`src/hdl/modbus_rtu_slave_frame_engine_defines.svh`:
```
// ----------------------------------------------------------------------------
// Assertion macros shared by the frame engine modules
// ----------------------------------------------------------------------------
`ifndef MODBUS_RTU_SLAVE_FRAME_ENGINE_DEFINES_SVH
`define MODBUS_RTU_SLAVE_FRAME_ENGINE_DEFINES_SVH

// Check a property on every clock edge outside reset
`define MRSFE_CHECK(label, clk, rstn, prop, msg) \
    label: assert property (@(posedge clk) disable iff (!(rstn)) (prop)) else $error(msg);

// Check that a condition implies a consequence in the next cycle
`define MRSFE_CHECK_NEXT(label, clk, rstn, ante, cons, msg) \
    label: assert property (@(posedge clk) disable iff (!(rstn)) (ante) |=> (cons)) \
        else $error(msg);

`endif

```
`src/hdl/mrsfe_pkg.sv`:
```
// ----------------------------------------------------------------------------
// mrsfe_pkg
// Shared types, constants and the CRC-16/MODBUS byte step of the frame engine.
// ----------------------------------------------------------------------------
`timescale 1ns / 1ps
`default_nettype none

package mrsfe_pkg;

    localparam int HOLD_REGS   = 64;
    localparam int INPUT_REGS  = 64;
    localparam int FRAME_BYTES = 256;

    localparam logic [7:0]  ADDR_RESET   = 8'd22;
    localparam logic [7:0]  ADDR_BCAST   = 8'h00;
    localparam logic [7:0]  EXC_FLAG     = 8'h80;
    localparam logic [15:0] MAX_COUNT    = 16'h007B;
    localparam logic [15:0] CRC_INIT     = 16'hFFFF;
    localparam logic [15:0] CRC_POLY     = 16'hA001;

    // Function codes
    localparam logic [7:0] FC_READ_COILS     = 8'd1;
    localparam logic [7:0] FC_LAST_SIMPLE    = 8'd6;
    localparam logic [7:0] FC_READ_HOLDING   = 8'd3;
    localparam logic [7:0] FC_READ_INPUT     = 8'd4;
    localparam logic [7:0] FC_WRITE_COILS    = 8'd15;
    localparam logic [7:0] FC_WRITE_HOLDING  = 8'd16;

    // Input item kinds
    typedef enum logic [1:0] {
        CMD_RX_BYTE    = 2'd0,
        CMD_BUS_RESET  = 2'd1,
        CMD_LOAD_INPUT = 2'd2,
        CMD_PULL       = 2'd3
    } cmd_t;

    // Work kinds passed from the front to the back
    typedef enum logic [1:0] {
        OP_BYTE  = 2'd0,
        OP_SERVE = 2'd1,
        OP_LOAD  = 2'd2,
        OP_PULL  = 2'd3
    } op_kind_t;

    // Exception codes
    typedef enum logic [1:0] {
        EXC_NONE             = 2'd0,
        EXC_ILLEGAL_FUNCTION = 2'd1,
        EXC_ILLEGAL_ADDRESS  = 2'd2,
        EXC_ILLEGAL_VALUE    = 2'd3
    } exc_t;

    typedef struct packed {
        op_kind_t    kind;
        logic [7:0]  fc;
        logic [15:0] start;
        logic [15:0] count;
        logic        unicast;
        logic [7:0]  idx;
        logic [15:0] data;
    } op_t;

    // Advance a CRC-16/MODBUS by one byte, LSB first
    function automatic logic [15:0] crc16_byte(input logic [15:0] crc_in,
                                               input logic [7:0]  b);
        logic [15:0] c;
        c = crc_in ^ {8'h00, b};
        for (int k = 0; k < 8; k++) begin
            c = c[0] ? ((c >> 1) ^ CRC_POLY) : (c >> 1);
        end
        return c;
    endfunction

endpackage

`default_nettype wire

```
`src/hdl/mrsfe_queue.sv`:
```
// ----------------------------------------------------------------------------
// mrsfe_queue
// Two-entry work queue between the classifying front and the executing back.
// ----------------------------------------------------------------------------
`timescale 1ns / 1ps
`default_nettype none
`include "modbus_rtu_slave_frame_engine_defines.svh"

module mrsfe_queue (
    input  wire logic          aclk,
    input  wire logic          aresetn,
    input  wire logic          push,
    input  mrsfe_pkg::op_t     push_op,
    output logic               full,
    input  wire logic          pop,
    output mrsfe_pkg::op_t     head_op,
    output logic               empty
);

    mrsfe_pkg::op_t slot_reg [2];
    logic           wr_ptr_reg;
    logic           rd_ptr_reg;
    logic [1:0]     cnt_reg;

    assign full    = (cnt_reg == 2'd2);
    assign empty   = (cnt_reg == 2'd0);
    assign head_op = slot_reg[rd_ptr_reg];

    // Store pushed work
    always_ff @(posedge aclk) begin
        if (push) begin
            slot_reg[wr_ptr_reg] <= push_op;
        end
    end

    // Advance pointers and fill count
    always_ff @(posedge aclk) begin
        if (!aresetn) begin
            wr_ptr_reg <= 1'b0;
            rd_ptr_reg <= 1'b0;
            cnt_reg    <= 2'd0;
        end else begin
            if (push) begin
                wr_ptr_reg <= ~wr_ptr_reg;
            end
            if (pop) begin
                rd_ptr_reg <= ~rd_ptr_reg;
            end
            if (push && !pop) begin
                cnt_reg <= cnt_reg + 2'd1;
            end else if (pop && !push) begin
                cnt_reg <= cnt_reg - 2'd1;
            end
        end
    end

    `MRSFE_CHECK(a_no_push_full, aclk, aresetn, !(push && full), "push into full queue")
    `MRSFE_CHECK(a_no_pop_empty, aclk, aresetn, !(pop && empty), "pop from empty queue")

endmodule

`default_nettype wire

```
`config.mk`:
```
export PLATFORM = sky130hd
export DESIGN_NAME = mrsfe_queue
export DESIGN_NICKNAME = d
export VERILOG_FILES = /design/src/hdl/mrsfe_pkg.sv /design/src/hdl/mrsfe_queue.sv
export VERILOG_INCLUDE_DIRS = /design/src /design/src/hdl
export SDC_FILE = /design/constraint.sdc
export NUM_CORES = 1
export LEC_CHECK = 0
export ABC_AREA = 0
export BUFFER_PORTS_ARGS = -buffer_cell sky130_fd_sc_hd__buf_4
export CAP_MARGIN = 20
export CORE_MARGIN = 2
export CORE_UTILIZATION = 34
export DETAILED_ROUTE_END_ITERATION = 12
export SETUP_SLACK_MARGIN = 0.3
export SLEW_MARGIN = 20
export SYNTH_ARGS = -nofsm -noshare
export SYNTH_HDL_FRONTEND = slang
export SYNTH_SLANG_ARGS = --single-unit
```
`constraint.sdc`:
```
create_clock -name aclk -period 10.7 [get_ports aclk]
set_input_delay 0.535 -clock aclk [delete_from_list [all_inputs] [get_ports aclk]]
set_output_delay 0.535 -clock aclk [all_outputs]
set_load 0.005 [all_outputs]
```
-- Word-level counts from Yosys, hierarchy flattened
Memory sizes are Yosys's and may differ from the RTL's. A register that Yosys moved wholly into a read port is not among the register bits.
Cells that the tools add are included.
- eq/ne operators: 1
- add/subtract/negate cells: 2
- reduce and logical (&&, ||, !) cells: 6
- mux-type cells: 6
- bitwise gates (word level): 2
- operators by type and width (cell ; count):
    1-bit 2-to-1 mux ; 4
    2-bit 2-to-1 mux ; 2
    2-bit by 1-bit adder with 2-bit output (second input constant) ; 1
    2-bit equality test (second input constant) ; 1
    1-bit logical AND ; 2
    1-bit zero test ; 2
    2-bit zero test ; 1
    1-bit inverter ; 2
    2-bit nonzero test ; 1
    2-bit by 1-bit subtractor with 2-bit output (second input constant) ; 1
- memories: 1
- output and inout port bits: 69
- logic and storage cells: 21
- bits in writable memories: 134
- flip-flop bits (word level): 4
- memories (memory ; depth ; bits a word ; read ports ; clocked after memory_dff ; write ports ; line ; text):
    slot_reg ; 2 ; 67 ; 1 ; 1 ; 1 ; mrsfe_queue.sv:20 ; mrsfe_pkg::op_t slot_reg [2];

-- Logic depth before layout (Yosys ltp)
- depth in word-level cells: 4
- gate-level depth with buffers: 5

-- Worst setup path before layout
No wires, ideal clock.
- path kind: input-to-reg
- start: in push
- end: mem slot_reg[0][0] (netlist bit) (enable)
- arrival time: 3.509 ns
- stages: 1
- path slack: 6.690 ns
- cell sequence: nor2b_1
- longest elaborated chain between the ends: 2
- ends and longest elaborated chain (item ; line ; text):
    start, declared ; mrsfe_queue.sv:12 ; input wire logic push,
    1-bit 2-to-1 mux ; mrsfe_queue.sv:31 ; if (push) begin
    1-bit 2-to-1 mux (not written as such) ; mrsfe_queue.sv:32 ; slot_reg[wr_ptr_reg] <= push_op;
    end, declared ; mrsfe_queue.sv:20 ;
Every way passes these cells.

==> run summary <==
first-pass GRT wire length - 13.5 mm
Area Overhead vs Synth - 35.1%
GRT met2 Usage - 18.2%
CP max stage cell - dfxtp_4
yosys warns - 0
Buffers on Ports - 139
Die Ht - 127 um
Num CTS Buffers - 17
Post-CTS Setup Bufs - 0
Setup TNS Final - 0 ps
Req. time, crit path - 10170 ps
Hold Fails Final Rpt - 0
Leakage - 2.68 nW
Final Critical Period - 2480 ps
layout cells sized above 1 - 59.3%
status - finished, final reports clean
crit-path max FO - 37
Final ANT Viol Nets - 0
GRT Resource Usage Total - 11.3%
worst r2r src - wr_ptr_reg$_SDFFE_PN0P_
sequential fraction of the synthesis area - 79.8%
max-slew headroom at the worst pin - 37.1%
Worst-path clk slew - 60 ps
H-tree depth - 4
Max Buffers Root-to-Sink - 2
Final nets - 455
Max Cap Violations - 0
Clock Root Buffer - clkbuf_16
Pins Over Slew Limit - 0
post-synthesis cell area - 5170 um2
final WL - 8.86 mm
vias per inst - 4.35
max reg flops - 134
IR drop worst, VDD - 0.0855 mV
largest net degree at the start of global routing - 68
Setup WS post-layout - 8220 ps
pre-CTS setup slack - 8270 ps
num ports - 140
CP Capture Type - primary output
# rows - 45
Top Usage Layer GRT - met2
crit share post-route - 23.2%
Post-Syn Instances - 230
PostCTS Resize Cnt - 0
Diodes inserted - 0
grt met1 use - 12.7%
met3 usage - 4.98%
via count - 2543
die footprint - 16200 um2
latest clock arrival within the worst-skew pair - 410 ps
First-pass DRT Iterations - 4
syn_nets - 302
Core Region - 15000 um2
worst path arrival time - 1950 ps
critical-path cell list - buf_16, mux2_2, buf_4
half-perimeter wire length after placement - 5.49 mm
Worst-Margin Slew - 943 ps
clk sinks - 139
min-delay src - push_op[9]
Avg Inst Size Synth - 22.5 um2
Setup violations, final - 0
Max Clock Skew - 3.74 ps
CP Class - register to primary output
DRC viols - 0
GRT overflow - 0
DR WL/cell - 15.2 um
CTS tree - built
vias in the first global route - 2676
die width - 127 um
Initial Util - 34.4%
Fillers - 1315
post-synthesis register bit count - 139
DRT iter0 DRCs - 109
Yosys cell types - 19
hold_buf cts - 0
Max stage delay on crit path - 660 ps
Min-Delay Path Class - input pin to register
pwr dens - 188 nW/um2
Worst setup SP type - register
fmax - 403 MHz
RSZ-0062 raised after global routing - false
initial antenna violation count - 0
gp weighted congestion - 0.644
-- cells in the final DEF (no fill, tap or decap), drive strengths merged --
master,count
o21a,1
bufinv,2
xor2,2
a21boi,1
buf,141
inv,1
o21ai,1
nor2,1
or3,1
nor2b,2
edfxtp,134
clkinv,9
clkbuf,21
and2,4
ha,1
and2b,1
dfxtp,5
mux2,67
xnor2,1
-- synthesized netlist by cell type --
cell      count  area (um2)
edfxtp_1    134        4020
mux2_2       37         417
mux2_4       30         450
dfxtp_1       5         100
and2_1        4        25.0
buf_2         3        15.0
buf_6         3        33.8
nor2b_1       2        12.5
xor2_1        2        17.5
a21boi_1      1        7.51
and2b_2       1        8.76
buf_4         1        7.51
ha_1          1        12.5
inv_1         1        3.75
nor2_1        1        3.75
o21a_1        1        7.51
o21ai_0       1        5.00
or3_1         1        6.26
xnor2_1       1        8.76
-- worst paths after layout --
kind                                             endpoint  slack, ps  depth (start not counted)
worst min-delay path             slot_reg[1][9]$_DFFE_PP_        310                          1
worst min register to register    cnt_reg[1]$_SDFFE_PN0P_        520                          2
worst max register to register  slot_reg[0][20]$_DFFE_PP_       8680                          2
worst max-delay path                           head_op[1]       8220                          3
-- per-layer routing --
| metal | up-vias | routed length (um) |
|---|---|---|
| met2 | 89 | 4450 |
| met1 | 1226 | 3630 |
| met5 | - | 0 |
| met4 | 0 | 144 |
| met3 | 14 | 630 |
| li1 | 1214 | - |
-- kinds of logic after synthesis --
group | synth area share (%)
flip-flops | 79.8
multiplexers | 16.8
AND/OR/NAND/NOR | 1.09
buffers and inverters | 1.16
AO/OA/AOI/OAI | 0.388
XOR/XNOR | 0.509
adder cells (fa/ha/maj) | 0.242
-- worst max-delay path: cells and delay by family, from the launching register on --
kind | cells | cell delay, ps
buffers and inverters | 2 | 450
multiplexers | 1 | 390
flip-flops | 1 | 660
-- power breakdown --
group          switching, mW  internal (mW)
clock                  0.199          0.337
combinational         0.0499         0.0862
sequential            0.0122          0.629
total                  0.261           1.05
-- final cells by class --
| cell class | count | area, um2 | area share [%] |
|---|---|---|---|
| Clock inverter | 11 | 103 | 1.47 |
| Clock buffer | 21 | 440 | 6.31 |
| Tap cell | 188 | 235 | 3.37 |
| Sequential cell | 139 | 4130 | 59.1 |
| Timing Repair Buffer | 141 | 1080 | 15.5 |
| Multi-Input combinational cell | 83 | 992 | 14.2 |
| Inverter | 1 | 3.75 | 0.0538 |
-- stage by stage --
stage | instances | power [mW] | instance area, um2 | utilization (%) | hold WS (ps)
finish | 584 | 1.31 | 6980 | 46.4 | 308
floorplan | 230 | 0.716 | 5170 | - | 466
global route | 584 | 1.37 | 6980 | 46.4 | 283
detailed placement | 551 | 0.791 | 6410 | 42.6 | 512
CTS | 583 | 1.33 | 6950 | 46.3 | 285
global placement | 551 | 0.788 | 6410 | 42.6 | 481
Power figures use the tool's default switching activity.
