### src/hdl/modbus_rtu_slave_frame_engine_defines.svh
// ----------------------------------------------------------------------------
// Assertion macros shared by the frame engine modules
// ----------------------------------------------------------------------------
`ifndef MODBUS_RTU_SLAVE_FRAME_ENGINE_DEFINES_SVH
`define MODBUS_RTU_SLAVE_FRAME_ENGINE_DEFINES_SVH

// Check a property on every clock edge outside reset
`define MRSFE_CHECK(label, clk, rstn, prop, msg) \
    label: assert property (@(posedge clk) disable iff (!(rstn)) (prop)) else $error(msg);

// Check that a condition implies a consequence in the next cycle
`define MRSFE_CHECK_NEXT(label, clk, rstn, ante, cons, msg) \
    label: assert property (@(posedge clk) disable iff (!(rstn)) (ante) |=> (cons)) \
        else $error(msg);

`endif

### src/hdl/mrsfe_pkg.sv
// ----------------------------------------------------------------------------
// mrsfe_pkg
// Shared types, constants and the CRC-16/MODBUS byte step of the frame engine.
// ----------------------------------------------------------------------------
`timescale 1ns / 1ps
`default_nettype none

package mrsfe_pkg;

    localparam int HOLD_REGS   = 64;
    localparam int INPUT_REGS  = 64;
    localparam int FRAME_BYTES = 256;

    localparam logic [7:0]  ADDR_RESET   = 8'd22;
    localparam logic [7:0]  ADDR_BCAST   = 8'h00;
    localparam logic [7:0]  EXC_FLAG     = 8'h80;
    localparam logic [15:0] MAX_COUNT    = 16'h007B;
    localparam logic [15:0] CRC_INIT     = 16'hFFFF;
    localparam logic [15:0] CRC_POLY     = 16'hA001;

    // Function codes
    localparam logic [7:0] FC_READ_COILS     = 8'd1;
    localparam logic [7:0] FC_LAST_SIMPLE    = 8'd6;
    localparam logic [7:0] FC_READ_HOLDING   = 8'd3;
    localparam logic [7:0] FC_READ_INPUT     = 8'd4;
    localparam logic [7:0] FC_WRITE_COILS    = 8'd15;
    localparam logic [7:0] FC_WRITE_HOLDING  = 8'd16;

    // Input item kinds
    typedef enum logic [1:0] {
        CMD_RX_BYTE    = 2'd0,
        CMD_BUS_RESET  = 2'd1,
        CMD_LOAD_INPUT = 2'd2,
        CMD_PULL       = 2'd3
    } cmd_t;

    // Work kinds passed from the front to the back
    typedef enum logic [1:0] {
        OP_BYTE  = 2'd0,
        OP_SERVE = 2'd1,
        OP_LOAD  = 2'd2,
        OP_PULL  = 2'd3
    } op_kind_t;

    // Exception codes
    typedef enum logic [1:0] {
        EXC_NONE             = 2'd0,
        EXC_ILLEGAL_FUNCTION = 2'd1,
        EXC_ILLEGAL_ADDRESS  = 2'd2,
        EXC_ILLEGAL_VALUE    = 2'd3
    } exc_t;

    typedef struct packed {
        op_kind_t    kind;
        logic [7:0]  fc;
        logic [15:0] start;
        logic [15:0] count;
        logic        unicast;
        logic [7:0]  idx;
        logic [15:0] data;
    } op_t;

    // Advance a CRC-16/MODBUS by one byte, LSB first
    function automatic logic [15:0] crc16_byte(input logic [15:0] crc_in,
                                               input logic [7:0]  b);
        logic [15:0] c;
        c = crc_in ^ {8'h00, b};
        for (int k = 0; k < 8; k++) begin
            c = c[0] ? ((c >> 1) ^ CRC_POLY) : (c >> 1);
        end
        return c;
    endfunction

endpackage

`default_nettype wire

### src/hdl/mrsfe_front.sv
// ----------------------------------------------------------------------------
// mrsfe_front
// Accepts input items, tracks frame reception and CRC, and classifies work.
// ----------------------------------------------------------------------------
`timescale 1ns / 1ps
`default_nettype none
`include "modbus_rtu_slave_frame_engine_defines.svh"

module mrsfe_front (
    input  wire logic        aclk,
    input  wire logic        aresetn,
    input  wire logic [7:0]  slave_address,
    input  wire logic        s_tvalid,
    output logic             s_tready,
    input  wire logic [31:0] s_tdata,   // rx_byte, reg_index, reg_value, zero fill
    input  wire logic [1:0]  s_tuser,   // cmd
    output logic             q_push,
    output mrsfe_pkg::op_t   q_op,
    input  wire logic        q_full
);

    mrsfe_pkg::cmd_t cmd;
    logic [7:0]      rx_byte;
    logic [5:0]      reg_index;
    logic [15:0]     reg_value;
    logic            accept;

    logic [8:0]  cnt_reg;
    logic [7:0]  addr_reg;
    logic [7:0]  fc_reg;
    logic [15:0] start_reg;
    logic [15:0] count_reg;
    logic [15:0] crc_c_reg;
    logic [15:0] crc_b_reg;
    logic [7:0]  last_reg;

    logic [8:0]  cnt_next;
    logic [16:0] coil_sum;
    logic [17:0] total;
    logic        addr_ok;
    logic        frame_ok;
    logic        want_push;

    assign cmd       = mrsfe_pkg::cmd_t'(s_tuser);
    assign rx_byte   = s_tdata[7:0];
    assign reg_index = s_tdata[13:8];
    assign reg_value = s_tdata[29:14];
    assign s_tready  = !q_full;
    assign accept    = s_tvalid && s_tready;
    assign cnt_next  = cnt_reg + 9'd1;
    assign coil_sum  = {1'b0, count_reg} + 17'd7;
    assign addr_ok   = (addr_reg == slave_address) || (addr_reg == mrsfe_pkg::ADDR_BCAST);

    // Expected frame length from the function code
    always_comb begin
        if (fc_reg >= mrsfe_pkg::FC_READ_COILS && fc_reg <= mrsfe_pkg::FC_LAST_SIMPLE) begin
            total = 18'd8;
        end else if (fc_reg == mrsfe_pkg::FC_WRITE_COILS) begin
            total = 18'd9 + {4'b0, coil_sum[16:3]};
        end else if (fc_reg == mrsfe_pkg::FC_WRITE_HOLDING) begin
            total = 18'd9 + {1'b0, count_reg, 1'b0};
        end else begin
            total = 18'd0;
        end
    end

    // Frame complete, addressed to us or broadcast, and CRC matches
    assign frame_ok = (cnt_next >= 9'd8) && addr_ok && (total != 18'd0) &&
                      (total == {9'b0, cnt_next}) &&
                      (crc_b_reg[7:0] == last_reg) && (crc_b_reg[15:8] == rx_byte);

    // Classify the item into queue work
    always_comb begin
        q_op      = '0;
        want_push = 1'b0;
        unique case (cmd)
            mrsfe_pkg::CMD_RX_BYTE: begin
                if (!cnt_reg[8]) begin
                    want_push = 1'b1;
                    if (frame_ok) begin
                        q_op.kind    = mrsfe_pkg::OP_SERVE;
                        q_op.fc      = fc_reg;
                        q_op.start   = start_reg;
                        q_op.count   = count_reg;
                        q_op.unicast = (addr_reg != mrsfe_pkg::ADDR_BCAST);
                    end else begin
                        q_op.kind = mrsfe_pkg::OP_BYTE;
                        q_op.idx  = cnt_reg[7:0];
                        q_op.data = {8'h00, rx_byte};
                    end
                end
            end
            mrsfe_pkg::CMD_BUS_RESET: begin
                want_push = 1'b0;
            end
            mrsfe_pkg::CMD_LOAD_INPUT: begin
                want_push = 1'b1;
                q_op.kind = mrsfe_pkg::OP_LOAD;
                q_op.idx  = {2'b00, reg_index};
                q_op.data = reg_value;
            end
            mrsfe_pkg::CMD_PULL: begin
                want_push = 1'b1;
                q_op.kind = mrsfe_pkg::OP_PULL;
            end
            default: begin
                want_push = 1'b0;
            end
        endcase
    end

    assign q_push = accept && want_push;

    // Capture header bytes as they arrive
    always_ff @(posedge aclk) begin
        if (accept && cmd == mrsfe_pkg::CMD_RX_BYTE && !cnt_reg[8]) begin
            case (cnt_reg)
                9'd0:    addr_reg         <= rx_byte;
                9'd1:    fc_reg           <= rx_byte;
                9'd2:    start_reg[15:8]  <= rx_byte;
                9'd3:    start_reg[7:0]   <= rx_byte;
                9'd4:    count_reg[15:8]  <= rx_byte;
                9'd5:    count_reg[7:0]   <= rx_byte;
                default: ;
            endcase
            last_reg  <= rx_byte;
            crc_b_reg <= crc_c_reg;
        end
    end

    // Track fill count and running CRC
    always_ff @(posedge aclk) begin
        if (!aresetn) begin
            cnt_reg   <= 9'd0;
            crc_c_reg <= mrsfe_pkg::CRC_INIT;
        end else if (accept) begin
            if (cmd == mrsfe_pkg::CMD_BUS_RESET) begin
                cnt_reg   <= 9'd0;
                crc_c_reg <= mrsfe_pkg::CRC_INIT;
            end else if (cmd == mrsfe_pkg::CMD_RX_BYTE) begin
                if (cnt_reg[8] || frame_ok) begin
                    cnt_reg   <= 9'd0;
                    crc_c_reg <= mrsfe_pkg::CRC_INIT;
                end else begin
                    cnt_reg   <= cnt_next;
                    crc_c_reg <= mrsfe_pkg::crc16_byte(crc_c_reg, rx_byte);
                end
            end
        end
    end

    `MRSFE_CHECK(a_cnt_bound, aclk, aresetn, cnt_reg <= 9'd256, "frame count beyond store")
    `MRSFE_CHECK_NEXT(a_serve_clears, aclk, aresetn,
        q_push && q_op.kind == mrsfe_pkg::OP_SERVE, cnt_reg == 9'd0,
        "reception not cleared after accepted frame")

endmodule

`default_nettype wire

### config.mk
export PLATFORM = sky130hd
export DESIGN_NAME = mrsfe_front
export DESIGN_NICKNAME = d
export VERILOG_FILES = /design/src/hdl/mrsfe_pkg.sv /design/src/hdl/mrsfe_front.sv
export VERILOG_INCLUDE_DIRS = /design/src /design/src/hdl
export SDC_FILE = /design/constraint.sdc
export NUM_CORES = 1
export LEC_CHECK = 0
export BUFFER_PORTS_ARGS = -buffer_cell sky130_fd_sc_hd__buf_2
export CORE_UTILIZATION = 45
export DETAILED_ROUTE_END_ITERATION = 10
export HOLD_SLACK_MARGIN = 0.08
export PLACE_DENSITY = 0.67
export SLEW_MARGIN = 20
export SYNTH_ARGS = -nofsm -noshare
export SYNTH_HDL_FRONTEND = slang
export SYNTH_SLANG_ARGS = --single-unit
### constraint.sdc
create_clock -name aclk -period 5 [get_ports aclk]
set_input_delay 1 -clock aclk [delete_from_list [all_inputs] [get_ports aclk]]
set_output_delay 1 -clock aclk [all_outputs]
set_load 0.05 [all_outputs]
* Word-level counts from Yosys, hierarchy flattened
Index checks and enable logic that the tools add are counted.
Storage, ports and cells: output and inout bits 69, register bits 97, word-level logic and storage cells 94, bits of input ports 46
Cells by class: magnitude comparators 3, muxes and demuxes 26, eq/ne operators 14, add/subtract/negate cells 4, bitwise logic cells 9, reductions and logical operators 28
Operators with widths (number):
- 16-bit two-way mux | 11
- 41-bit two-way mux | 2
- 67-bit two-way mux | 1
- 18-bit two-way mux | 3
- 24-bit case mux with 2 select lines | 1
- 9-bit two-way mux | 3
- 8-bit == test | 3
- 24-bit two-way mux | 1
- 2-bit inverter with 3-bit output | 8
- 4-bit by 17-bit adder with 18-bit output (first input constant) | 1
- 18-bit by 9-bit == test with 1-bit output | 1
- 9-bit by 2-bit == test with 1-bit output (second input constant) | 2
- 9-bit by 3-bit == test with 1-bit output (second input constant) | 2
- 18-bit nonzero test | 1
- 16-bit by 3-bit adder with 17-bit output (second input constant) | 1
- 16-bit by 8-bit XOR with 16-bit output | 1
- 4-bit by 14-bit adder with 15-bit output (first input constant) | 1
- 2-bit AND reduction | 7
- 1-bit logical AND | 10
- 9-bit by 1-bit adder with 9-bit output (second input constant) | 1
- 9-bit by 1-bit == test with 1-bit output (second input constant) | 1
- 9-bit by 4-bit >= comparator with 1-bit output (second input constant) | 1
- 9-bit logical NOT | 1
- 8-bit by 4-bit == test with 1-bit output (second input constant) | 1
- 15 further kinds | 19

* Depth between registers and ports, before layout
Gate-level depths: netlist of run 1.
depth in word-level cells 20, gate-level depth with buffers 18, mapped depth without buffers 16

* Worst setup path before layout of run 1
OpenSTA, ideal clock, no wires.
path type reg-to-output, start point reg count_reg[2], end point out q_op[43] (netlist bit), data arrival time 4050 ps, path buffers 3, cell stages (with the launch flop) 19, required time 4000 ps, setup slack -50 ps, cell sequence edfxtp_1 buf_6 inv_1 ha_1 o21a_1 nor2_1 xnor2_1 ha_1 a21oi_1 nor2_1 a2111o_1 or3_1 and4_1 nor4b_2 nand4_1 nor4_2 buf_4 buf_6 and2_1
RTL lines:
- start, declared | line mrsfe_front.sv:32 | logic [15:0] count_reg;
- start signal, assigned | line mrsfe_front.sv:123 | 9'd5: count_reg[7:0] <= rx_byte;
- end, declared | line mrsfe_front.sv:18 | output mrsfe_pkg::op_t q_op,

==> results.yml, run 1 <==
routing:
  detailroute.via_count: 5399
  drt_first_pass_iters: 5
  post_drt_via_cell_ratio: 5.881
  drt_wl_total_mm: 17.14
  route.detailed.wl_per_inst_microns: 18.67
  initialDrtViolationCount: 320
  detail_route.drc_violations: 0
  antenna_left: 0
cts:
  cts_max_level: 3
  tritoncts_clock_tree: "built"
  cts-root-buf: "sky130_fd_sc_hd__clkbuf_16"
  clock_tree_buf_depth: 2
  cts_made_buffers: 9
  cts_sinks: 97
  clk_latency_worst_skew_pair_ns: 0.34
  clk_pin_slew_worst_paths_ns: 0.07
hold_path:
  hold_start: "crc_c_reg[13]"
  worstHoldPathCells: 0
  min_path_type: "reg -> reg"
  hold_end: "crc_b_reg[13]"
global_routing:
  globalRouteOverflowTotal: 0
  antenna_found_initial: 0
  grt_pass1_vias: 5256
  grt_util_all_layers_pct: 24.22
  wire_length_of_the_first_global_routing_pass_mm: 26.80
  largest_net_degree_at_the_start_of_global_routing: 27
timing:
  fin_worst_skew_ns: 0.009145
  period_minus_slack_ns: 5.101
  fin_ws_ns: -0.1011
  setup_viol: 55
  worst-slew-pin-transition_ns: 1.090
  timing_max_transition_violations_final: 0
  finalHoldViolations: 0
  unrepaired_setup_endpoints_after_global_routing: "true"
  layout_worst_path_cycle_share_pct: 102.0
  max_slew_margin_pct: 26.76
  clock.fmax_mhz: 196.0
  setup-tns-final_ns: -2.695
critical_path:
  crit_fanout: 11
  path_type_of_the_worst_setup_path: "reg -> out"
  crit_path_end_kind: "output pin"
  timing.critical_path.cells: "nand3_2 > o21a_1 > o21ai_0 > nor2_1 > or4_1 > nor4_2 > nand4_1 > nor4_4 > buf_6 > clkbuf_16 > and2_2 > buf_6"
  worst-r2r-cell-count: 12
  r2r-start: "count_reg[4]"
  setup.worst_path.start_class: "flop"
  cpMostUsedCell: "sky130_fd_sc_hd__buf_6"
  worst_ep_required_time_ns: 4.00
  r2r_slack_ns: 0.93
  crit_arrival_ns: 4.10
  timing.critical_path.slowest_stage_cell: "sky130_fd_sc_hd__edfxtp_1"
  r2r_end: "crc_c_reg[4]"
  path_delay_family: "simple AND/OR/NAND/NOR gates"
  path_buf_inv: 3
  cpPeakStageDelay_ns: 0.65
cells_and_area:
  area.growth.synth_to_final_pct: 31.20
  finish.instance_area_sq_um: 7893
  nNetsFinal: 794
  insertedDiodeCount: 0
  ratio_of_cells_with_drive_above_1_in_the_final_layout_pct: 32.44
floorplanning:
  rows: 41
  initial_utilization_pct: 46.91
  die-area_sq_um: 13830
  core_area_sq_um: 12820
  die_height_microns: 117.6
  io_pins: 115
  chipWidth_microns: 117.6
synth:
  synth_cell_type_count: 73
  synthCells: 609
  ys_dominant_reg_cell: "sky130_fd_sc_hd__edfxtp_1"
  synth-async-reset-ratio_pct: 0
  synth.avg_cell_area_sq_um: 9.878
  total_of_flip_flops_plus_latches_after_synthesis: 97
  synth-warning-count: 0
  netlist_area_sq_um: 6016
  synth.yosys.seq_area_share_pct: 44.26
  number_of_enable_type_register_cells_in_the_synthesized_netlist: 72
place:
  portBuffers: 109
  dpl_cell_area_sq_um: 6904
  hpwlAfterDp_mm: 11.85
  routabilityCongestion: 0.8420
pwr:
  worst_ir_drop_vdd_mv: 0.1528
  p_leak_uw: 0.002895
  powerDensity_nw_per_um2: 216.6
outcome:
  failed_checks: "setup timing"
  outcome: "finished with violations"
run:
  max-cap-violations: 0
cells by family after synthesis:
group	synth area share, %
compound gates	15.10
flops	44.26
fa+ha+maj	1.456
mux	0.5200
simple gates	23.88
buf+inv	3.952
other cells	0.06234
xor+xnor	10.77
timing repair:
action | CTS | global route
buffers inserted | 10 | 2
hold buffers | 0 | 0
setup endpoints to repair | 55 | 55
pin swaps | 12 | 10
gates cloned | 1 | 2
gates resized for setup | 129 | 40
worst max-delay path by stage:
stage                          end  depth (start not counted)  slack [ns]          from
after floorplan           q_op[53]                         17        0.03  count_reg[2]
after global routing      q_op[33]                         18       -0.28  count_reg[2]
after detailed placement  q_op[57]                         13       -0.03    s_tdata[7]
after CTS                 q_op[58]                         18       -0.18  count_reg[2]
after global placement    q_op[58]                         13        0.02    s_tdata[7]
final                     q_op[48]                         12       -0.10  count_reg[4]
Yosys cell counts, drive strengths merged (5+ instances only):
cell type	instances	share of area [%]
edfxtp	72	36
xnor2	66	9.6
and2	58	6.0
nand2	53	3.3
nor2	32	2.0
dfxtp	25	8.3
clkbuf	24	1.5
nor3	24	2.2
nand3	20	1.7
o22ai	19	2.1
nor4	17	1.9
nand4	16	1.7
buf	15	1.7
o21ai	15	1.3
a22o	14	2.0
inv	11	0.69
and3	9	0.94
xor2	8	1.2
a21oi	7	0.58
ha	7	1.5
or3	7	0.73
a21boi	6	0.75
o211ai	6	0.75
a21o	5	0.62
and4	5	0.73
or4	5	0.69
cell usage in the layout (no fill, tap or decap), types with 4 or more instances in the layout:
master and n:
sky130_fd_sc_hd__and3_1 9, sky130_fd_sc_hd__nor4_1 13, sky130_fd_sc_hd__o211ai_1 6, sky130_fd_sc_hd__buf_2 54
sky130_fd_sc_hd__or4_1 4, sky130_fd_sc_hd__and2_2 14, sky130_fd_sc_hd__xnor2_1 65, sky130_fd_sc_hd__nor2_1 27
sky130_fd_sc_hd__nand2b_1 4, sky130_fd_sc_hd__o21ai_0 10, sky130_fd_sc_hd__or3_1 7, sky130_fd_sc_hd__nor2_2 5
sky130_fd_sc_hd__and4_1 5, sky130_fd_sc_hd__dfxtp_1 25, sky130_fd_sc_hd__and2_4 18, sky130_fd_sc_hd__o21a_1 4
sky130_fd_sc_hd__a21o_1 5, sky130_fd_sc_hd__buf_6 34, sky130_fd_sc_hd__o22ai_1 18, sky130_fd_sc_hd__nand4_1 16
sky130_fd_sc_hd__inv_1 11, sky130_fd_sc_hd__and2_1 26, sky130_fd_sc_hd__ha_1 4, sky130_fd_sc_hd__a21boi_0 4
sky130_fd_sc_hd__buf_8 18, sky130_fd_sc_hd__a22o_1 14, sky130_fd_sc_hd__xor2_1 8, sky130_fd_sc_hd__a21oi_1 6
sky130_fd_sc_hd__buf_4 47, sky130_fd_sc_hd__clkbuf_16 11, sky130_fd_sc_hd__nand2_1 53, sky130_fd_sc_hd__nand3_1 18
sky130_fd_sc_hd__nor3_1 21, sky130_fd_sc_hd__edfxtp_1 72
power breakdown:
| part | total [uW] | leakage (uW) | switching (uW) | internal (uW) |
|---|---|---|---|---|
| registers | 874 | 0.000829 | 4.76 | 869 |
| clock network | 647 | 0.000131 | 303 | 344 |
| logic | 189 | 0.00194 | 116 | 72.1 |
metal layers:
metal	GRT usage, %	wire length (microns)
met4	8.013	361
met2	39.96	8149
met3	3.731	1130
met1	32.41	7500
met5	0	0
area by class of cell:
cell class                 instances  area, sq um
tap                              172        215.2
clock inverter                     6        48.80
fill                            1054         4932
inverter                          11        41.29
timing repair buffer             158         1394
multi-input combinational        464         3302
sequential                        97         2663
clock buffer                      10        229.0
worst reg2reg max path, stage by stage, from the launching register on:
cell and delay, ns:
sky130_fd_sc_hd__edfxtp_1 0.65, sky130_fd_sc_hd__nand3_2 0.31, sky130_fd_sc_hd__o21a_1 0.26, sky130_fd_sc_hd__o21ai_0 0.45, sky130_fd_sc_hd__nor2_1 0.12, sky130_fd_sc_hd__or4_1 0.56
sky130_fd_sc_hd__nor4_2 0.30, sky130_fd_sc_hd__nand4_1 0.22, sky130_fd_sc_hd__buf_4 0.20, sky130_fd_sc_hd__o31ai_4 0.40, sky130_fd_sc_hd__buf_4 0.30, sky130_fd_sc_hd__o22ai_1 0.12
sky130_fd_sc_hd__nand2_1 0.10
per-stage QoR:
stage               cells  hold slack [ns]  util [%]  total power, uW  setup WS (ns)
floorplan             611           0.4313         -             1008        0.02612
global placement      887           0.4441     53.83             1067        0.02036
detailed placement    887           0.4513     53.83             1070       -0.02532
CTS                   914           0.4750     60.02             1715        -0.1778
global route          918           0.4953     61.54             1757        -0.2825
finish                918           0.4716     61.54             1710        -0.1011
No activity file was read; power rests on OpenSTA's default activity.
==> run 2: changes to the inputs <==
--- a/config.mk
+++ b/config.mk
@@ -10,6 +10,7 @@
 export CORE_UTILIZATION = 45
 export DETAILED_ROUTE_END_ITERATION = 10
 export HOLD_SLACK_MARGIN = 0.08
+export MAX_ROUTING_LAYER = met4
 export PLACE_DENSITY = 0.67
 export SLEW_MARGIN = 20
 export SYNTH_ARGS = -nofsm -noshare
==> results.yml, run 2 (synthesized netlist as in run 1, its figures left out) <==
outcome:
  outcome: "finished with violations"
  failed_checks: "setup timing"
timing:
  unrepaired_setup_endpoints_after_global_routing: "true"
  period_minus_slack_ns: 5.239
  timing_max_transition_violations_final: 0
  max_slew_margin_pct: 29.62
  worst-slew-pin-transition_ns: 1.048
  clock.fmax_mhz: 190.9
  fin_worst_skew_ns: 0.01090
  layout_worst_path_cycle_share_pct: 104.8
  finalHoldViolations: 0
  setup_viol: 55
  fin_ws_ns: -0.2392
hold_path:
  min_path_type: "reg -> reg"
  worstHoldPathCells: 0
  hold_start: "crc_c_reg[12]"
place:
  portBuffers: 109
  hpwlAfterDp_mm: 11.74
  routabilityCongestion: 0.8439
global_routing:
  grt_util_all_layers_pct: 26.46
  antenna_found_initial: 0
  grt_pass1_vias: 5425
  wire_length_of_the_first_global_routing_pass_mm: 28.21
  largest_net_degree_at_the_start_of_global_routing: 27
  globalRouteOverflowTotal: 0
cts:
  tritoncts_clock_tree: "built"
  clk_pin_slew_worst_paths_ns: 0.07
  clk_latency_worst_skew_pair_ns: 0.34
  cts_max_level: 3
  cts-root-buf: "sky130_fd_sc_hd__clkbuf_16"
  cts_sinks: 97
  clock_tree_buf_depth: 2
  cts_made_buffers: 9
pwr:
  worst_ir_drop_vdd_mv: 0.1568
  report.power.total_uw: 1774
  powerDensity_nw_per_um2: 220.2
  p_leak_uw: 0.002982
cells_and_area:
  final_util_pct: 62.81
  area.growth.synth_to_final_pct: 33.90
  insertedDiodeCount: 0
  fillers: 1036
  ratio_of_cells_with_drive_above_1_in_the_final_layout_pct: 33.42
  layout_common_cells: "sky130_fd_sc_hd__edfxtp_1, sky130_fd_sc_hd__xnor2_1, sky130_fd_sc_hd__buf_2"
  nNetsFinal: 802
  final_common_cell: "sky130_fd_sc_hd__edfxtp_1"
critical_path:
  crit_arrival_ns: 4.24
  critical_path.startpoint: "count_reg[2]"
  worst-r2r-cell-count: 18
  worst_ep_required_time_ns: 4.00
  r2r-start: "count_reg[2]"
  crit_path_end_kind: "output pin"
  setup.worst_path.start_class: "flop"
  crit_fanout: 7
  path_type_of_the_worst_setup_path: "reg -> out"
routing:
  detail_route.drc_violations: 0
  drt_first_pass_iters: 5
  antenna_left: 0
  route.detailed.wl_per_inst_microns: 19.01
  detailroute.via_count: 5414
  drt_wl_total_mm: 17.61
  initialDrtViolationCount: 489
  post_drt_via_cell_ratio: 5.847
floorplanning:
  rows: 41
  io_pins: 115
  chipWidth_microns: 117.6
  die_height_microns: 117.6
  die-area_sq_um: 13830
  core_area_sq_um: 12820
  initial_utilization_pct: 46.91
run:
  max-cap-violations: 0
## run 2: changes by cell type in the layout (fill, tap and decap cells not counted), sizes merged
cell,previous run,this run
buf,156,165
bufinv,0,1
clkbuf,12,10
clkinvlp,2,0
inv,14,16
## run 2: cell type report
class	instances	area (sq um)	area share, %
multi-input cells	464	3313	41.13
flip-flops and latches	97	2663	33.05
repair buffers	166	1515	18.81
clock buffers	9	225.2	2.796
well taps	172	215.2	2.672
clock inverters	7	82.58	1.025
inverters	11	41.29	0.5126
## run 2: timing repair
item / CTS / global route
pin swaps: 3 / 10
setup buffers: 30 / 4
resized for setup: 141 / 42
hold buffers: 0 / 0
endpoints found under the setup margin: 55 / 55
cloned: 3 / 1
## run 2: report_power, final
part	internal [uW]	switching [uW]
registers	869	4.65
logic	72.6	116
clock network	399	312
## run 2: final timing paths
path                         to  slack [ns]
setup / recovery       q_op[61]       -0.24
hold / removal    crc_b_reg[12]        0.47
setup reg to reg   crc_c_reg[9]        0.72
hold reg to reg   crc_b_reg[12]        0.47
## run 2: critical path, stage by stage, from the launching register on
cell and delay, ns:
sky130_fd_sc_hd__edfxtp_1 0.46, sky130_fd_sc_hd__buf_4 0.21, sky130_fd_sc_hd__o31a_1 0.33, sky130_fd_sc_hd__buf_4 0.16
sky130_fd_sc_hd__a2111o_1 0.41, sky130_fd_sc_hd__o2111a_1 0.22, sky130_fd_sc_hd__or4_4 0.55, sky130_fd_sc_hd__a32oi_2 0.27
sky130_fd_sc_hd__xnor2_1 0.18, sky130_fd_sc_hd__o21ai_2 0.12, sky130_fd_sc_hd__nor4_4 0.27, sky130_fd_sc_hd__buf_6 0.20
sky130_fd_sc_hd__buf_12 0.13, sky130_fd_sc_hd__buf_16 0.11, sky130_fd_sc_hd__and2_4 0.14, sky130_fd_sc_hd__buf_8 0.14
## run 2: per-layer routing
metal / vias up / share of wire (%) / GRT usage, %
met5: - / 0 / -
met4: 0 / 2.0 / 8.654
met3: 32 / 6.4 / 3.343
met2: 268 / 49 / 43.49
met1: 2577 / 42 / 33.80
li1: 2537 / - / -
## run 2: per-stage QoR
step	hold WS, ns	cell area, sq um	instances	setup TNS, ns	worst slack [ns]
3_3_place_gp	0.4432	6904	887	0	0.01738
5_1_grt	0.4832	8055	926	-17.95	-0.3737
2_1_floorplan	0.4313	6048	611	0	0.02612
6_report	0.4693	8055	926	-9.385	-0.2392
3_5_place_dp	0.4526	6907	887	-1.756	-0.06133
4_1_cts	0.4683	7895	922	-9.162	-0.2081
